==> src/rtl/assert_macros.svh <==
// assertion macros used by the rtl sequencer
`ifndef ASSERT_MACROS_SVH
`define ASSERT_MACROS_SVH

// property that holds in the same cycle
`define IIA_ASSERT(label, clk, rst_n, prop, msg) \
  label: assert property (@(posedge clk) disable iff (!rst_n) (prop)) else $error(msg);

// antecedent in one cycle, consequent in the next
`define IIA_ASSERT_NEXT(label, clk, rst_n, ante, cons, msg) \
  label: assert property (@(posedge clk) disable iff (!rst_n) (ante) |=> (cons)) else $error(msg);

`endif

==> src/rtl/iia_pkg.sv <==
// types, constants and codes of the interval id allocator
package iia_pkg;

  localparam int ID_W       = 16;
  localparam int MAX_RANGES = 32;
  localparam int ADDR_W     = $clog2(MAX_RANGES);
  localparam int CNT_W      = $clog2(MAX_RANGES + 1);

  localparam logic [ID_W-1:0] ID_MASK  = {ID_W{1'b1}};
  localparam logic [ID_W-1:0] ID_ZERO  = '0;
  localparam logic [ID_W-1:0] ID_ONE   = ID_W'(1);
  localparam logic [ID_W:0]   EMPTY_MARK = {1'b1, {ID_W{1'b0}}};
  localparam logic [CNT_W-1:0] RANGES_MAX = CNT_W'(MAX_RANGES);

  localparam logic ACT_ALLOC   = 1'b0;
  localparam logic ACT_RELEASE = 1'b1;

  localparam logic [1:0] STATUS_OK         = 2'd0;
  localparam logic [1:0] STATUS_EXHAUSTED  = 2'd1;
  localparam logic [1:0] STATUS_TABLE_FULL = 2'd2;

  typedef struct packed {
    logic            action;
    logic [ID_W-1:0] release_id;
  } in_t;

  typedef struct packed {
    logic [ID_W-1:0] allocated_id;
    logic [1:0]      status;
  } out_t;

  typedef struct packed {
    logic [ID_W-1:0] start;
    logic [ID_W-1:0] count;
  } entry_t;

  typedef struct packed {
    logic              rd_en;
    logic [ADDR_W-1:0] rd_addr;
    logic              wr_en;
    logic [ADDR_W-1:0] wr_addr;
    entry_t            wr_data;
  } tbl_req_t;

  typedef struct packed {
    logic [ID_W:0] a;
    logic [ID_W:0] b;
    logic          cin;
    logic [ID_W:0] c;
  } alu_req_t;

  typedef struct packed {
    logic [ID_W:0] sum;
    logic          lt;
    logic          eq;
  } alu_rsp_t;

  typedef enum logic [3:0] {
    S_INIT,
    S_IDLE,
    S_AL_S,
    S_AL_C,
    S_SC_RD,
    S_SC_CMP,
    S_D_PREV,
    S_D_NXT,
    S_D_WR,
    S_SHD_RD,
    S_SHD_WR,
    S_SHU_RD,
    S_SHU_WR,
    S_INS,
    S_FIN
  } state_t;

endpackage

==> src/rtl/iia_table.sv <==
// free range table: one write port, one registered read port
module iia_table (
  input  logic              clk,
  input  iia_pkg::tbl_req_t req,
  output iia_pkg::entry_t   rd_data
);

  iia_pkg::entry_t mem [iia_pkg::MAX_RANGES];

  always_ff @(posedge clk) begin
    if (req.wr_en) begin
      mem[req.wr_addr] <= req.wr_data;
    end
    if (req.rd_en) begin
      rd_data <= mem[req.rd_addr];
    end
  end

endmodule

==> src/rtl/iia_alu.sv <==
// shared adder with compare of the sum against a third operand
module iia_alu (
  input  iia_pkg::alu_req_t req,
  output iia_pkg::alu_rsp_t rsp
);

  logic [iia_pkg::ID_W:0] sum;

  assign sum     = req.a + req.b + {{iia_pkg::ID_W{1'b0}}, req.cin};
  assign rsp.sum = sum;
  assign rsp.lt  = sum < req.c;
  assign rsp.eq  = sum == req.c;

endmodule

==> src/rtl/iia_seq.sv <==
// sequencer: allocates from the first range, and scans, joins, inserts and shifts the range table one step at a time
`include "assert_macros.svh"

module iia_seq (
  input  logic              clk,
  input  logic              rst_n,
  input  logic              in_valid,
  output logic              in_ready,
  input  iia_pkg::in_t      in_data,
  output logic              out_valid,
  input  logic              out_ready,
  output iia_pkg::out_t     out_data,
  output iia_pkg::tbl_req_t tbl_req,
  input  iia_pkg::entry_t   tbl_rd_data,
  output iia_pkg::alu_req_t alu_req,
  input  iia_pkg::alu_rsp_t alu_rsp
);

  iia_pkg::state_t state_r, state_nxt;
  logic [iia_pkg::CNT_W-1:0] ranges_r, ranges_nxt;
  logic [iia_pkg::CNT_W-1:0] pos_r, pos_nxt;
  logic [iia_pkg::CNT_W-1:0] idx_r, idx_nxt;
  iia_pkg::in_t    item_r, item_nxt;
  iia_pkg::entry_t prev_r, prev_nxt;
  iia_pkg::entry_t next_r, next_nxt;
  logic            has_next_r, has_next_nxt;
  logic            jp_r, jp_nxt;
  logic            jn_r, jn_nxt;
  logic [iia_pkg::ID_W-1:0] tmp_start_r, tmp_start_nxt;
  iia_pkg::out_t   res_r, res_nxt;
  iia_pkg::out_t   out_r, out_nxt;
  logic            out_valid_r, out_valid_nxt;

  logic [iia_pkg::CNT_W-1:0] idx_inc, idx_dec, pos_dec;
  logic has_prev, jn, load_out;

  assign idx_inc  = idx_r + iia_pkg::CNT_W'(1);
  assign idx_dec  = idx_r - iia_pkg::CNT_W'(1);
  assign pos_dec  = pos_r - iia_pkg::CNT_W'(1);
  assign has_prev = pos_r != '0;
  assign jn       = has_next_r && alu_rsp.eq;

  always_ff @(posedge clk) begin
    if (!rst_n) begin
      state_r     <= iia_pkg::S_INIT;
      ranges_r    <= '0;
      out_valid_r <= 1'b0;
    end else begin
      state_r     <= state_nxt;
      ranges_r    <= ranges_nxt;
      out_valid_r <= out_valid_nxt;
    end
  end

  always_ff @(posedge clk) begin
    pos_r       <= pos_nxt;
    idx_r       <= idx_nxt;
    item_r      <= item_nxt;
    prev_r      <= prev_nxt;
    next_r      <= next_nxt;
    has_next_r  <= has_next_nxt;
    jp_r        <= jp_nxt;
    jn_r        <= jn_nxt;
    tmp_start_r <= tmp_start_nxt;
    res_r       <= res_nxt;
    out_r       <= out_nxt;
  end

  always_comb begin
    state_nxt     = state_r;
    ranges_nxt    = ranges_r;
    pos_nxt       = pos_r;
    idx_nxt       = idx_r;
    item_nxt      = item_r;
    prev_nxt      = prev_r;
    next_nxt      = next_r;
    has_next_nxt  = has_next_r;
    jp_nxt        = jp_r;
    jn_nxt        = jn_r;
    tmp_start_nxt = tmp_start_r;
    res_nxt       = res_r;
    out_nxt       = out_r;
    out_valid_nxt = out_valid_r && !out_ready;
    in_ready      = 1'b0;
    load_out      = 1'b0;
    tbl_req       = '0;
    alu_req       = '0;

    unique case (state_r)
      iia_pkg::S_INIT: begin
        tbl_req.wr_en         = 1'b1;
        tbl_req.wr_addr       = '0;
        tbl_req.wr_data.start = iia_pkg::ID_ONE;
        tbl_req.wr_data.count = iia_pkg::ID_MASK - iia_pkg::ID_ONE;
        ranges_nxt            = iia_pkg::CNT_W'(1);
        state_nxt             = iia_pkg::S_IDLE;
      end
      iia_pkg::S_IDLE: begin
        in_ready = 1'b1;
        if (in_valid) begin
          item_nxt             = in_data;
          res_nxt.allocated_id = iia_pkg::ID_ZERO;
          res_nxt.status       = iia_pkg::STATUS_OK;
          if (in_data.action == iia_pkg::ACT_ALLOC) begin
            if (ranges_r == '0) begin
              res_nxt.status = iia_pkg::STATUS_EXHAUSTED;
              state_nxt      = iia_pkg::S_FIN;
            end else begin
              tbl_req.rd_en   = 1'b1;
              tbl_req.rd_addr = '0;
              state_nxt       = iia_pkg::S_AL_S;
            end
          end else if (in_data.release_id == iia_pkg::ID_ZERO ||
                       in_data.release_id == iia_pkg::ID_MASK) begin
            state_nxt = iia_pkg::S_FIN;
          end else begin
            pos_nxt   = '0;
            state_nxt = iia_pkg::S_SC_RD;
          end
        end
      end
      iia_pkg::S_AL_S: begin
        alu_req.a            = {1'b0, tbl_rd_data.start};
        alu_req.cin          = 1'b1;
        tmp_start_nxt        = alu_rsp.sum[iia_pkg::ID_W-1:0];
        res_nxt.allocated_id = tbl_rd_data.start;
        state_nxt            = iia_pkg::S_AL_C;
      end
      iia_pkg::S_AL_C: begin
        // count minus one, with the emptied range seen as a carry out alone
        alu_req.a = {1'b0, tbl_rd_data.count};
        alu_req.b = {1'b0, iia_pkg::ID_MASK};
        alu_req.c = iia_pkg::EMPTY_MARK;
        if (alu_rsp.eq) begin
          idx_nxt   = '0;
          state_nxt = iia_pkg::S_SHD_RD;
        end else begin
          tbl_req.wr_en         = 1'b1;
          tbl_req.wr_addr       = '0;
          tbl_req.wr_data.start = tmp_start_r;
          tbl_req.wr_data.count = alu_rsp.sum[iia_pkg::ID_W-1:0];
          state_nxt             = iia_pkg::S_FIN;
        end
      end
      iia_pkg::S_SC_RD: begin
        if (pos_r == ranges_r) begin
          has_next_nxt = 1'b0;
          state_nxt    = iia_pkg::S_D_PREV;
        end else begin
          tbl_req.rd_en   = 1'b1;
          tbl_req.rd_addr = pos_r[iia_pkg::ADDR_W-1:0];
          state_nxt       = iia_pkg::S_SC_CMP;
        end
      end
      iia_pkg::S_SC_CMP: begin
        alu_req.a = {1'b0, tbl_rd_data.start};
        alu_req.c = {1'b0, item_r.release_id};
        if (alu_rsp.lt) begin
          prev_nxt  = tbl_rd_data;
          pos_nxt   = pos_r + iia_pkg::CNT_W'(1);
          state_nxt = iia_pkg::S_SC_RD;
        end else if (alu_rsp.eq) begin
          // already the start of a free range
          state_nxt = iia_pkg::S_FIN;
        end else begin
          next_nxt     = tbl_rd_data;
          has_next_nxt = 1'b1;
          state_nxt    = iia_pkg::S_D_PREV;
        end
      end
      iia_pkg::S_D_PREV: begin
        alu_req.a = {1'b0, prev_r.start};
        alu_req.b = {1'b0, prev_r.count};
        alu_req.c = {1'b0, item_r.release_id};
        jp_nxt    = has_prev && alu_rsp.eq;
        if (has_prev && !alu_rsp.lt && !alu_rsp.eq) begin
          // inside the range below
          state_nxt = iia_pkg::S_FIN;
        end else begin
          state_nxt = iia_pkg::S_D_NXT;
        end
      end
      iia_pkg::S_D_NXT: begin
        alu_req.a   = {1'b0, item_r.release_id};
        alu_req.cin = 1'b1;
        alu_req.c   = {1'b0, next_r.start};
        jn_nxt      = jn;
        if (jp_r || jn) begin
          state_nxt = iia_pkg::S_D_WR;
        end else if (ranges_r >= iia_pkg::RANGES_MAX) begin
          res_nxt.status = iia_pkg::STATUS_TABLE_FULL;
          state_nxt      = iia_pkg::S_FIN;
        end else begin
          idx_nxt   = ranges_r;
          state_nxt = iia_pkg::S_SHU_RD;
        end
      end
      iia_pkg::S_D_WR: begin
        alu_req.a     = {1'b0, jp_r ? prev_r.count : next_r.count};
        alu_req.b     = {1'b0, (jp_r && jn_r) ? next_r.count : iia_pkg::ID_ZERO};
        alu_req.cin   = 1'b1;
        tbl_req.wr_en = 1'b1;
        tbl_req.wr_addr       = jp_r ? pos_dec[iia_pkg::ADDR_W-1:0]
                                     : pos_r[iia_pkg::ADDR_W-1:0];
        tbl_req.wr_data.start = jp_r ? prev_r.start : item_r.release_id;
        tbl_req.wr_data.count = alu_rsp.sum[iia_pkg::ID_W-1:0];
        if (jp_r && jn_r) begin
          idx_nxt   = pos_r;
          state_nxt = iia_pkg::S_SHD_RD;
        end else begin
          state_nxt = iia_pkg::S_FIN;
        end
      end
      iia_pkg::S_SHD_RD: begin
        if (idx_inc < ranges_r) begin
          tbl_req.rd_en   = 1'b1;
          tbl_req.rd_addr = idx_inc[iia_pkg::ADDR_W-1:0];
          state_nxt       = iia_pkg::S_SHD_WR;
        end else begin
          ranges_nxt = ranges_r - iia_pkg::CNT_W'(1);
          state_nxt  = iia_pkg::S_FIN;
        end
      end
      iia_pkg::S_SHD_WR: begin
        tbl_req.wr_en   = 1'b1;
        tbl_req.wr_addr = idx_r[iia_pkg::ADDR_W-1:0];
        tbl_req.wr_data = tbl_rd_data;
        idx_nxt         = idx_inc;
        state_nxt       = iia_pkg::S_SHD_RD;
      end
      iia_pkg::S_SHU_RD: begin
        if (idx_r > pos_r) begin
          tbl_req.rd_en   = 1'b1;
          tbl_req.rd_addr = idx_dec[iia_pkg::ADDR_W-1:0];
          state_nxt       = iia_pkg::S_SHU_WR;
        end else begin
          state_nxt = iia_pkg::S_INS;
        end
      end
      iia_pkg::S_SHU_WR: begin
        tbl_req.wr_en   = 1'b1;
        tbl_req.wr_addr = idx_r[iia_pkg::ADDR_W-1:0];
        tbl_req.wr_data = tbl_rd_data;
        idx_nxt         = idx_dec;
        state_nxt       = iia_pkg::S_SHU_RD;
      end
      iia_pkg::S_INS: begin
        tbl_req.wr_en         = 1'b1;
        tbl_req.wr_addr       = pos_r[iia_pkg::ADDR_W-1:0];
        tbl_req.wr_data.start = item_r.release_id;
        tbl_req.wr_data.count = iia_pkg::ID_ONE;
        ranges_nxt            = ranges_r + iia_pkg::CNT_W'(1);
        state_nxt             = iia_pkg::S_FIN;
      end
      iia_pkg::S_FIN: begin
        if (!out_valid_r || out_ready) begin
          load_out      = 1'b1;
          out_nxt       = res_r;
          out_valid_nxt = 1'b1;
          state_nxt     = iia_pkg::S_IDLE;
        end
      end
      default: begin
        state_nxt = iia_pkg::S_IDLE;
      end
    endcase
  end

  assign out_valid = out_valid_r;
  assign out_data  = out_r;

  `IIA_ASSERT_NEXT(a_busy_after_accept, clk, rst_n, in_valid && in_ready, !in_ready,
                   "input taken again while an item is at work")
  `IIA_ASSERT(a_exhausted_only_empty, clk, rst_n,
              !(load_out && res_r.status == iia_pkg::STATUS_EXHAUSTED) || ranges_r == '0,
              "exhausted reported with ranges left")
  `IIA_ASSERT(a_full_only_when_full, clk, rst_n,
              !(load_out && res_r.status == iia_pkg::STATUS_TABLE_FULL) ||
              ranges_r == iia_pkg::RANGES_MAX,
              "table full reported with a free slot")

endmodule

==> src/rtl/interval_id_allocator_core.sv <==
// top level of the interval id allocator
//
// usage
// - in channel: valid/ready, one transfer carries an action (allocate or
//   release) and the identifier being released
// - out channel: valid/ready, one transfer per input item with the
//   allocated identifier and a status (ok, exhausted, table full)
// - allocate reads the first range, takes its start and writes the range
//   back one shorter; when the first range empties, the ranges behind it
//   are moved down one place instead
// - release scans the sorted free ranges below the identifier, then checks
//   the neighbours below and above and decides; a join rewrites one entry,
//   an insertion moves the entries above up and a merge of both
//   neighbours moves the entries above down
// - the steps are set by the single table read port (registered read)
//   and the one shared adder and comparator, each used once per step
// - one item at a time: in_ready is high only while the sequencer idles
// - after reset the init state writes the initial range (1 .. all-ones - 1)
//   before the first item is taken
// - a result sits in an output register; if the receiver stalls, the next
//   item is still taken and worked on, and waits only at its own finish
module interval_id_allocator_core (
  input  logic          clk,
  input  logic          rst_n,
  // input channel
  input  logic          in_valid,
  output logic          in_ready,
  input  iia_pkg::in_t  in_data,
  // result channel
  output logic          out_valid,
  input  logic          out_ready,
  output iia_pkg::out_t out_data
);

  // table port and shared unit links
  iia_pkg::tbl_req_t tbl_req;
  iia_pkg::entry_t   tbl_rd_data;
  iia_pkg::alu_req_t alu_req;
  iia_pkg::alu_rsp_t alu_rsp;

  // sorted free range table
  iia_table u_table (
    .clk     (clk),
    .req     (tbl_req),
    .rd_data (tbl_rd_data)
  );

  // shared add and compare unit
  iia_alu u_alu (
    .req (alu_req),
    .rsp (alu_rsp)
  );

  // step sequencer with result register
  iia_seq u_seq (
    .clk         (clk),
    .rst_n       (rst_n),
    .in_valid    (in_valid),
    .in_ready    (in_ready),
    .in_data     (in_data),
    .out_valid   (out_valid),
    .out_ready   (out_ready),
    .out_data    (out_data),
    .tbl_req     (tbl_req),
    .tbl_rd_data (tbl_rd_data),
    .alu_req     (alu_req),
    .alu_rsp     (alu_rsp)
  );

endmodule
==> config.mk <==
export PLATFORM = sky130hd
export DESIGN_NAME = interval_id_allocator_core
export DESIGN_NICKNAME = d
export VERILOG_FILES = /design/src/rtl/iia_pkg.sv /design/src/rtl/iia_table.sv /design/src/rtl/iia_alu.sv /design/src/rtl/iia_seq.sv /design/src/rtl/interval_id_allocator_core.sv
export VERILOG_INCLUDE_DIRS = /design/src /design/src/rtl
export SDC_FILE = /design/constraint.sdc
export NUM_CORES = 2
export LEC_CHECK = 0
export BUFFER_PORTS_ARGS = -buffer_cell sky130_fd_sc_hd__buf_2
export CELL_PAD_IN_SITES_DETAIL_PLACEMENT = 0
export CELL_PAD_IN_SITES_GLOBAL_PLACEMENT = 2
export CORE_ASPECT_RATIO = 1.2
export CORE_MARGIN = 4
export CORE_UTILIZATION = 35
export DETAILED_ROUTE_END_ITERATION = 8
export PLACE_DENSITY_LB_ADDON = 0.1
export SLEW_MARGIN = 20
export SYNTH_ARGS = -nofsm -noshare
export SYNTH_HDL_FRONTEND = slang
export SYNTH_SLANG_ARGS = --single-unit
==> constraint.sdc <==
create_clock -name clk -period 16.8 [get_ports clk]
set_clock_uncertainty 0.1 [all_clocks]
set_input_delay 0.84 -clock clk [delete_from_list [all_inputs] [get_ports clk]]
set_output_delay 0.84 -clock clk [all_outputs]
set_load 0.02 [all_outputs]
* After elaboration in Yosys (flattened, before gate mapping)
Memory sizes are Yosys's and may differ from the RTL's. A register that Yosys moved wholly into a read port is not among the register bits.
Index checks and enable logic that the tools add are counted.
** Storage, ports and cells
- Register bits after elaboration :: 158
- RAM bits :: 1024
- Bits of input ports :: 21
- Output and inout port bits :: 20
- Word-level logic and storage cells :: 163
- Memories kept :: 1
** Memories
- u_table.mem :: words 32, width 32, read ports 1, clocked after memory_dff 1, write ports 1, line iia_table.sv:8 : iia_pkg::entry_t mem [iia_pkg::MAX_RANGES];
** Operators by class
- $add $sub $neg :: 8
- Magnitude comparators :: 4
- Eq/ne operators :: 31
- Mux-type cells :: 61
- Bitwise operators :: 2
- Reduce and logical (&&, ||, !) cells :: 38
** Operators by type and width (number)
- case mux 38 bit (5 select lines) :: 1
- 2-to-1 mux 6 bit :: 15
- case mux 16 bit (5 select lines) :: 1
- case mux 4 bit (14 select lines) :: 1
- case mux 17 bit (3 select lines) :: 1
- 2-to-1 mux 16 bit :: 3
- case mux 16 bit (3 select lines) :: 1
- 2-to-1 mux 38 bit :: 1
- 2-to-1 mux 4 bit :: 8
- case mux 16 bit (2 select lines) :: 1
- case mux 6 bit (5 select lines) :: 1
- == test 4 bit, second input constant :: 7
- case mux 6 bit (4 select lines) :: 1
- adder 6 x 1 -> 6 bit, second input constant :: 3
- 2-to-1 mux 18 bit :: 1
- case mux 6 bit (3 select lines) :: 1
- adder 17 x 1 -> 17 bit :: 1
- adder 17 bit :: 1
- == test 17 bit :: 1
- < comparator 17 bit :: 1
- == test 16 bit, second input constant :: 1
- == test 4 x 3 -> 1 bit, second input constant :: 4
- zero test 16 bit :: 1
- != test 2 bit, second input constant :: 8
- other kinds (32) :: 79

* Depth between registers and ports, before layout
- Depth after elaboration :: 11
- Mapped depth :: 29
- Depth with buffers taken out :: 26

* Hierarchy
From an unflattened synthesis, not the netlist that was laid out.
** Second synthesis, totals
- Cell total of the unflattened synthesis :: 3138
- Area total of the unflattened synthesis :: 50410.8 µm²
** By module, submodules not included
- iia_table :: instances 1, cells an instance 2260, area an instance 40812.9 µm²
- iia_seq :: instances 1, cells an instance 690, area an instance 8232.9 µm²
- iia_alu :: instances 1, cells an instance 188, area an instance 1365.1 µm²

* Worst setup path before layout
Ideal clock, no wire load.
- Path kind :: reg-to-reg
- Start point :: reg u_seq.state_r[3]
- End point :: reg u_seq.next_r[0] in the netlist's numbering (enable)
- Data arrival time :: 6.993 ns
- Data required time :: 16.236 ns
- Setup slack :: 9.244 ns
- Stages on the path, launching flop included :: 24
- Cell sequence :: dfxtp_1 -> buf_2 -> nand2b_1 -> nor3_1 -> and3_1 -> buf_2 -> clkbuf_1 -> a221o_1 -> ha_1 -> a21o_1 -> a21o_1 -> a211o_1 -> a21oi_1 -> o21bai_1 -> a21oi_1 -> o21a_1 -> o21ai_0 -> ha_1 -> and4_1 -> nand3_1 -> nor3_1 -> nand2_1 -> mux2i_4 -> nor3_1
** On the way
- Longest elaborated chain between the ends :: 8
- Elaborated cells between the ends (all ways) :: 20
** Ends and longest elaborated chain
- from (decl) :: line iia_seq.sv:19 : iia_pkg::state_t state_r, state_nxt;
- from (signal assigned) :: line iia_seq.sv:45 : state_r <= iia_pkg::S_INIT;
- from (signal assigned) :: line iia_seq.sv:49 : state_r <= state_nxt;
- == test 4 x 2 -> 1 bit / == test 4 x 3 -> 1 bit (equally long branches) :: line iia_seq.sv:89 : unique case (state_r)
- OR reduction 2 bit (no source line)
- case mux 16 bit (5 select lines) :: line iia_seq.sv:89
- adder 17 bit :: line iia_alu.sv:9 : assign sum = req.a + req.b + {{iia_pkg::ID_W{1'b0}}, req.cin};
- adder 17 x 1 -> 17 bit :: line iia_alu.sv:9
- < comparator 17 bit / == test 17 bit (equally long branches) :: line iia_alu.sv:11, iia_alu.sv:12
- NOT 1 bit (no source line)
- AND reduction 3 bit (no source line) *
- to (signal assigned) :: line iia_seq.sv:60 : next_r <= next_nxt;
- to (decl) :: line iia_seq.sv:25 : iia_pkg::entry_t next_r, next_nxt;
Mark *: on every way between the ends. The rest lies on a longest branch, timed or not.
A chain may end at the register's enable or synchronous reset.

* Final worst setup path
- Start point :: reg u_seq.state_r[1]
- End point :: mem u_table.mem[12][11] in the netlist's numbering (enable)
** On the way
- Longest elaborated chain between the ends :: 10
- Elaborated cells between the ends (all ways) :: 25
** Ends and longest elaborated chain
- == test 4 x 2 -> 1 bit / == test 4 x 3 -> 1 bit (equally long branches) :: line iia_seq.sv:89
- OR reduction 2 bit (no source line)
- case mux 16 bit (5 select lines) :: line iia_seq.sv:89
- adder 17 bit :: line iia_alu.sv:9
- adder 17 x 1 -> 17 bit :: line iia_alu.sv:9
- == test 17 bit :: line iia_alu.sv:12 : assign rsp.eq = sum == req.c;
- 2-to-1 mux 38 bit :: line iia_seq.sv:134 : if (alu_rsp.eq) begin
- case mux 38 bit (5 select lines) * :: line iia_seq.sv:89
- 2-to-1 mux 1 bit :: line iia_table.sv:11 : if (req.wr_en) begin
- 2-to-1 mux 1 bit (implied by the code) :: line iia_table.sv:12 : mem[req.wr_addr] <= req.wr_data;
- to (decl) :: line iia_table.sv:8
Marked as above.

==> out/summary.txt <==
Worst EP arrival: 9090 ps
Main synth FF type: edfxtp_1
Yosys reg bits: 1,214
DRC Markers: 0
Mapped Area: 0.0503 mm²
Initial core utilization: 0.352
Total Power: 0.00710 W
Worst Tran Pin Value: 1130 ps
Vias in the first global route: 31,500
Routability cong.: 0.914
Largest cells by area after synthesis: edfxtp_1 (72%), nand2_1 (6.9%), nand3_1 (2.7%), nand4_1 (2.3%), nor2_1 (1.5%)
Root Buffer: clkbuf_16
IO Pins: 41
Post-synth EDFFs: 1,203
Largest net degree at the start of global routing: 150
Routed via count: 32,500
Nets@finish: 3,886
Worst R2R Path Depth: 27
Hold path startpoint: in_data[10]
Final Max Tran Viols: 0
Leak: 19.0 nW
Die H: 423 µm
DP Worst Slack: 7860 ps
Post-CTS Setup Inserts: 0
Outcome: completed
Syn Area/Cell: 13.4 µm²
DR vias/cell: 5.57
Layout fillers: 13,400
Setup WS post-layout: 8030 ps
Setup violations, final: 0
Detailed Route Iter0 Violations: 3,602
Overall routing resource usage: 0.236
First-pass GRT wire length: 248 mm
Crit share post-route: 0.522
Crit Reg-Reg Startpoint: u_seq.state_r[1]
PostCTS Resize Cnt: 0
Clock Tree Buf Depth: 3
Clock transition at the registers of the reported paths: 60 ps
Initial antenna violation count: 5
CP max FO: 32
Total gr overflow: 0
Maximum clock rate: 0.114 GHz
Maximum vdd drop: 0.104 mV
Port Buffers: 40
Sequential share of the synthesized area: 0.722
Utilization after layout: 0.401
Worst Hold End: u_seq.item_r[10]
Minimum clock period: 8770 ps
Synth Instances: 3,770
PwrDens: 124 mW/mm²
Fraction of layout cells with a size suffix above 1: 0.111
Dpl hpwl: 104 mm
HP Class: input pin to flop
Max Cap Viol: 0
Placed cell count: 5,599
Antenna diodes: 0
Later-pin clock latency in the skew report: 770 ps
Die Width: 354 µm
CTS tree: done
Sink Count: 1,214
Detailed Route WL: 179 mm
Final ANT Viol Nets: 0
Net Count, Synth: 3,846
H-Tree Depth: 4
Worst Setup End Kind: flop
Worst flop-to-flop path endpoint: u_table.mem[12][11]
Die ar.: 0.150 mm²
Worst setup path category: flop to flop
Hold Crit Depth: 1
Core area: 0.143 mm²
Yosys cell types: 91
Syn-to-layout area delta: 13.9%
# rows: 152
CP startpoint kind: flop
Post-cts hold buffer count: 0
R2R setup slack: 8030 ps
Async set or reset register ratio after synthesis: 0
Non-filler cells, final: 5,839
WP data required: 17,110 ps
Final hold violations: 0
Synth area leader: edfxtp_1
Top cell type's share of synthesized area: 0.718
RSZ-0062 raised after global routing: false
Slew Limit Headroom: 0.242
DR WL/cell: 30.7 µm
Pre-antenna DRT Iters: 6
Setup TNS: 0 ps
Total CTS buffers: 133
Ys Warns: 0
==> report_power, final <==
part / internal, W / leakage (nW) / switching, W / total (W)
Sequential: 0.00351 / 11.0 / 0.0000547 / 0.00356
Clock: 0.00175 / 2.12 / 0.00122 / 0.00296
Combinational: 0.000146 / 5.86 / 0.000426 / 0.000572
Total: 0.00540 / 19.0 / 0.00170 / 0.00710
==> placed cells by master, fill, tap and decap left out, types with 8 or more instances in the layout <==
cell | synthesis | final
and2_1 | 20 | 13
bufinv_16 | 0 | 15
a22oi_1 | 39 | 39
mux2i_1 | 68 | 68
nand4_1 | 185 | 185
nor2_1 | 205 | 171
edfxtp_1 | 1203 | 1203
a21o_1 | 14 | 14
and3_1 | 26 | 26
ha_1 | 52 | 52
a32oi_1 | 34 | 34
nor3_1 | 49 | 44
a221o_1 | 37 | 25
a221o_2 | 0 | 12
a21oi_1 | 45 | 44
inv_1 | 37 | 37
xor2_1 | 8 | 8
clkbuf_16 | 0 | 139
o2111ai_1 | 46 | 46
clkinv_1 | 0 | 25
and4_1 | 30 | 30
buf_2 | 93 | 40
o22ai_1 | 18 | 18
dfxtp_1 | 11 | 11
buf_4 | 32 | 84
o21ai_0 | 25 | 25
nor4_1 | 9 | 8
nand3_1 | 268 | 268
clkinv_2 | 0 | 15
nand2_1 | 927 | 922
nor2b_1 | 9 | 9
nand2b_1 | 10 | 10
clkbuf_1 | 89 | 29
a222oi_1 | 18 | 18
xnor2_1 | 29 | 29
nor2_4 | 0 | 33
==> how the worst max path moves through the flow <==
stage	startpoint	endpoint	depth (start not counted)
after floorplan	u_seq.state_r[3]	u_seq.next_r[0]	23
after global placement	u_seq.state_r[2]	u_table.mem[8][24]	25
after detailed placement	u_seq.state_r[1]	u_table.mem[8][18]	25
after CTS	u_seq.state_r[1]	u_table.mem[8][21]	25
after global routing	u_seq.state_r[1]	u_table.mem[12][11]	26
final	u_seq.state_r[1]	u_table.mem[12][11]	27
==> per-layer routing <==
layer	vias to the layer above	wire (µm)	track usage
li1	14200	-	-
met1	16700	75100	0.316
met2	1259	85000	0.385
met3	286	12500	0.0430
met4	0	6820	0.0879
met5	-	0	0
==> area by class of cell <==
cell class,count,area [µm²],share of cell area
tap,1925,2410,0.0420
multi-input combinational,2293,13100,0.229
timing repair buffer,130,942,0.0164
sequential,1214,36300,0.634
inverter,38,143,0.00249
clock inverter,71,786,0.0137
clock buffer,168,3590,0.0626
==> per-stage QoR <==
step / hold slack (ps) / cell area, µm²
2_1_floorplan: 300 / 50300
3_3_place_gp: 313 / 52900
3_5_place_dp: 312 / 52900
4_1_cts: 124 / 57300
5_1_grt: 152 / 57300
6_report: 187 / 57300
==> sequential cells by signal (all words and copies together) (netlist names) <==
register,flops
u_seq.jn_r,1
u_seq.tmp_start_r,16
u_seq.state_r,4
u_table.mem,1024
u_seq.res_r,18
u_seq.next_r,32
u_seq.jp_r,1
u_seq.has_next_r,1
u_seq.idx_r,6
u_seq.item_r,16
u_seq.out_data,18
u_seq.ranges_r,6
u_seq.pos_r,6
u_seq.prev_r,32
u_table.rd_data,32
u_seq.out_valid,1
==> kinds of logic (layout without fill, tap and decap cells) <==
group | Yosys count | in the layout | synth area share
buf+inv | 263 | 407 | 0.0251
compound gates | 354 | 354 | 0.0574
simple gates | 1777 | 1777 | 0.161
xor+xnor | 37 | 37 | 0.00644
flops | 1214 | 1214 | 0.722
fa+ha+maj | 55 | 55 | 0.0141
mux | 70 | 70 | 0.0143
==> Yosys cell counts (5+ instances only) <==
library cell and instances:
buf_1 5, o21a_1 6, edfxtp_1 1203, clkbuf_1 89, or2_2 5, ha_1 52
a222oi_1 18, xor2_1 8, a211oi_1 7, o22ai_1 18, inv_1 37, xnor2_1 29
a221o_1 37, a21o_1 14, a32oi_1 34, buf_6 5, o2111ai_1 46, nand4_1 185
o21bai_1 5, nor2b_1 9, nor2_1 205, nand3_1 268, mux2i_1 68, o21ai_0 25
dfxtp_1 11, a22oi_1 39, buf_2 93, nand2b_1 10, buf_4 32, and3_1 26
and2_1 20, nor3b_1 6, a31oi_1 7, nor3_1 49, a21oi_1 45, nand2_1 927
and4_1 30, nor4_1 9
==> critical path, cell delays in order (launching register included) <==
cell and delay (ps):
dfxtp_1 980, inv_1 140, nor2_1 760, nand2_1 280, nand2_1 670, nand2_1 130, o2111a_1 200, fa_1 450
inv_1 110, fa_1 250, a211oi_1 90, o21bai_1 260, a211o_1 200, a21oi_1 70, o21bai_1 140, a21oi_1 110
o21a_1 210, o21ai_0 190, ha_1 200, and4_1 200, nand3_1 200, or4_4 600, mux2i_4 380, o21ai_2 140
o41ai_4 620, buf_6 250, nor2_4 50, buf_4 360
Power figures use the tool's default switching activity.
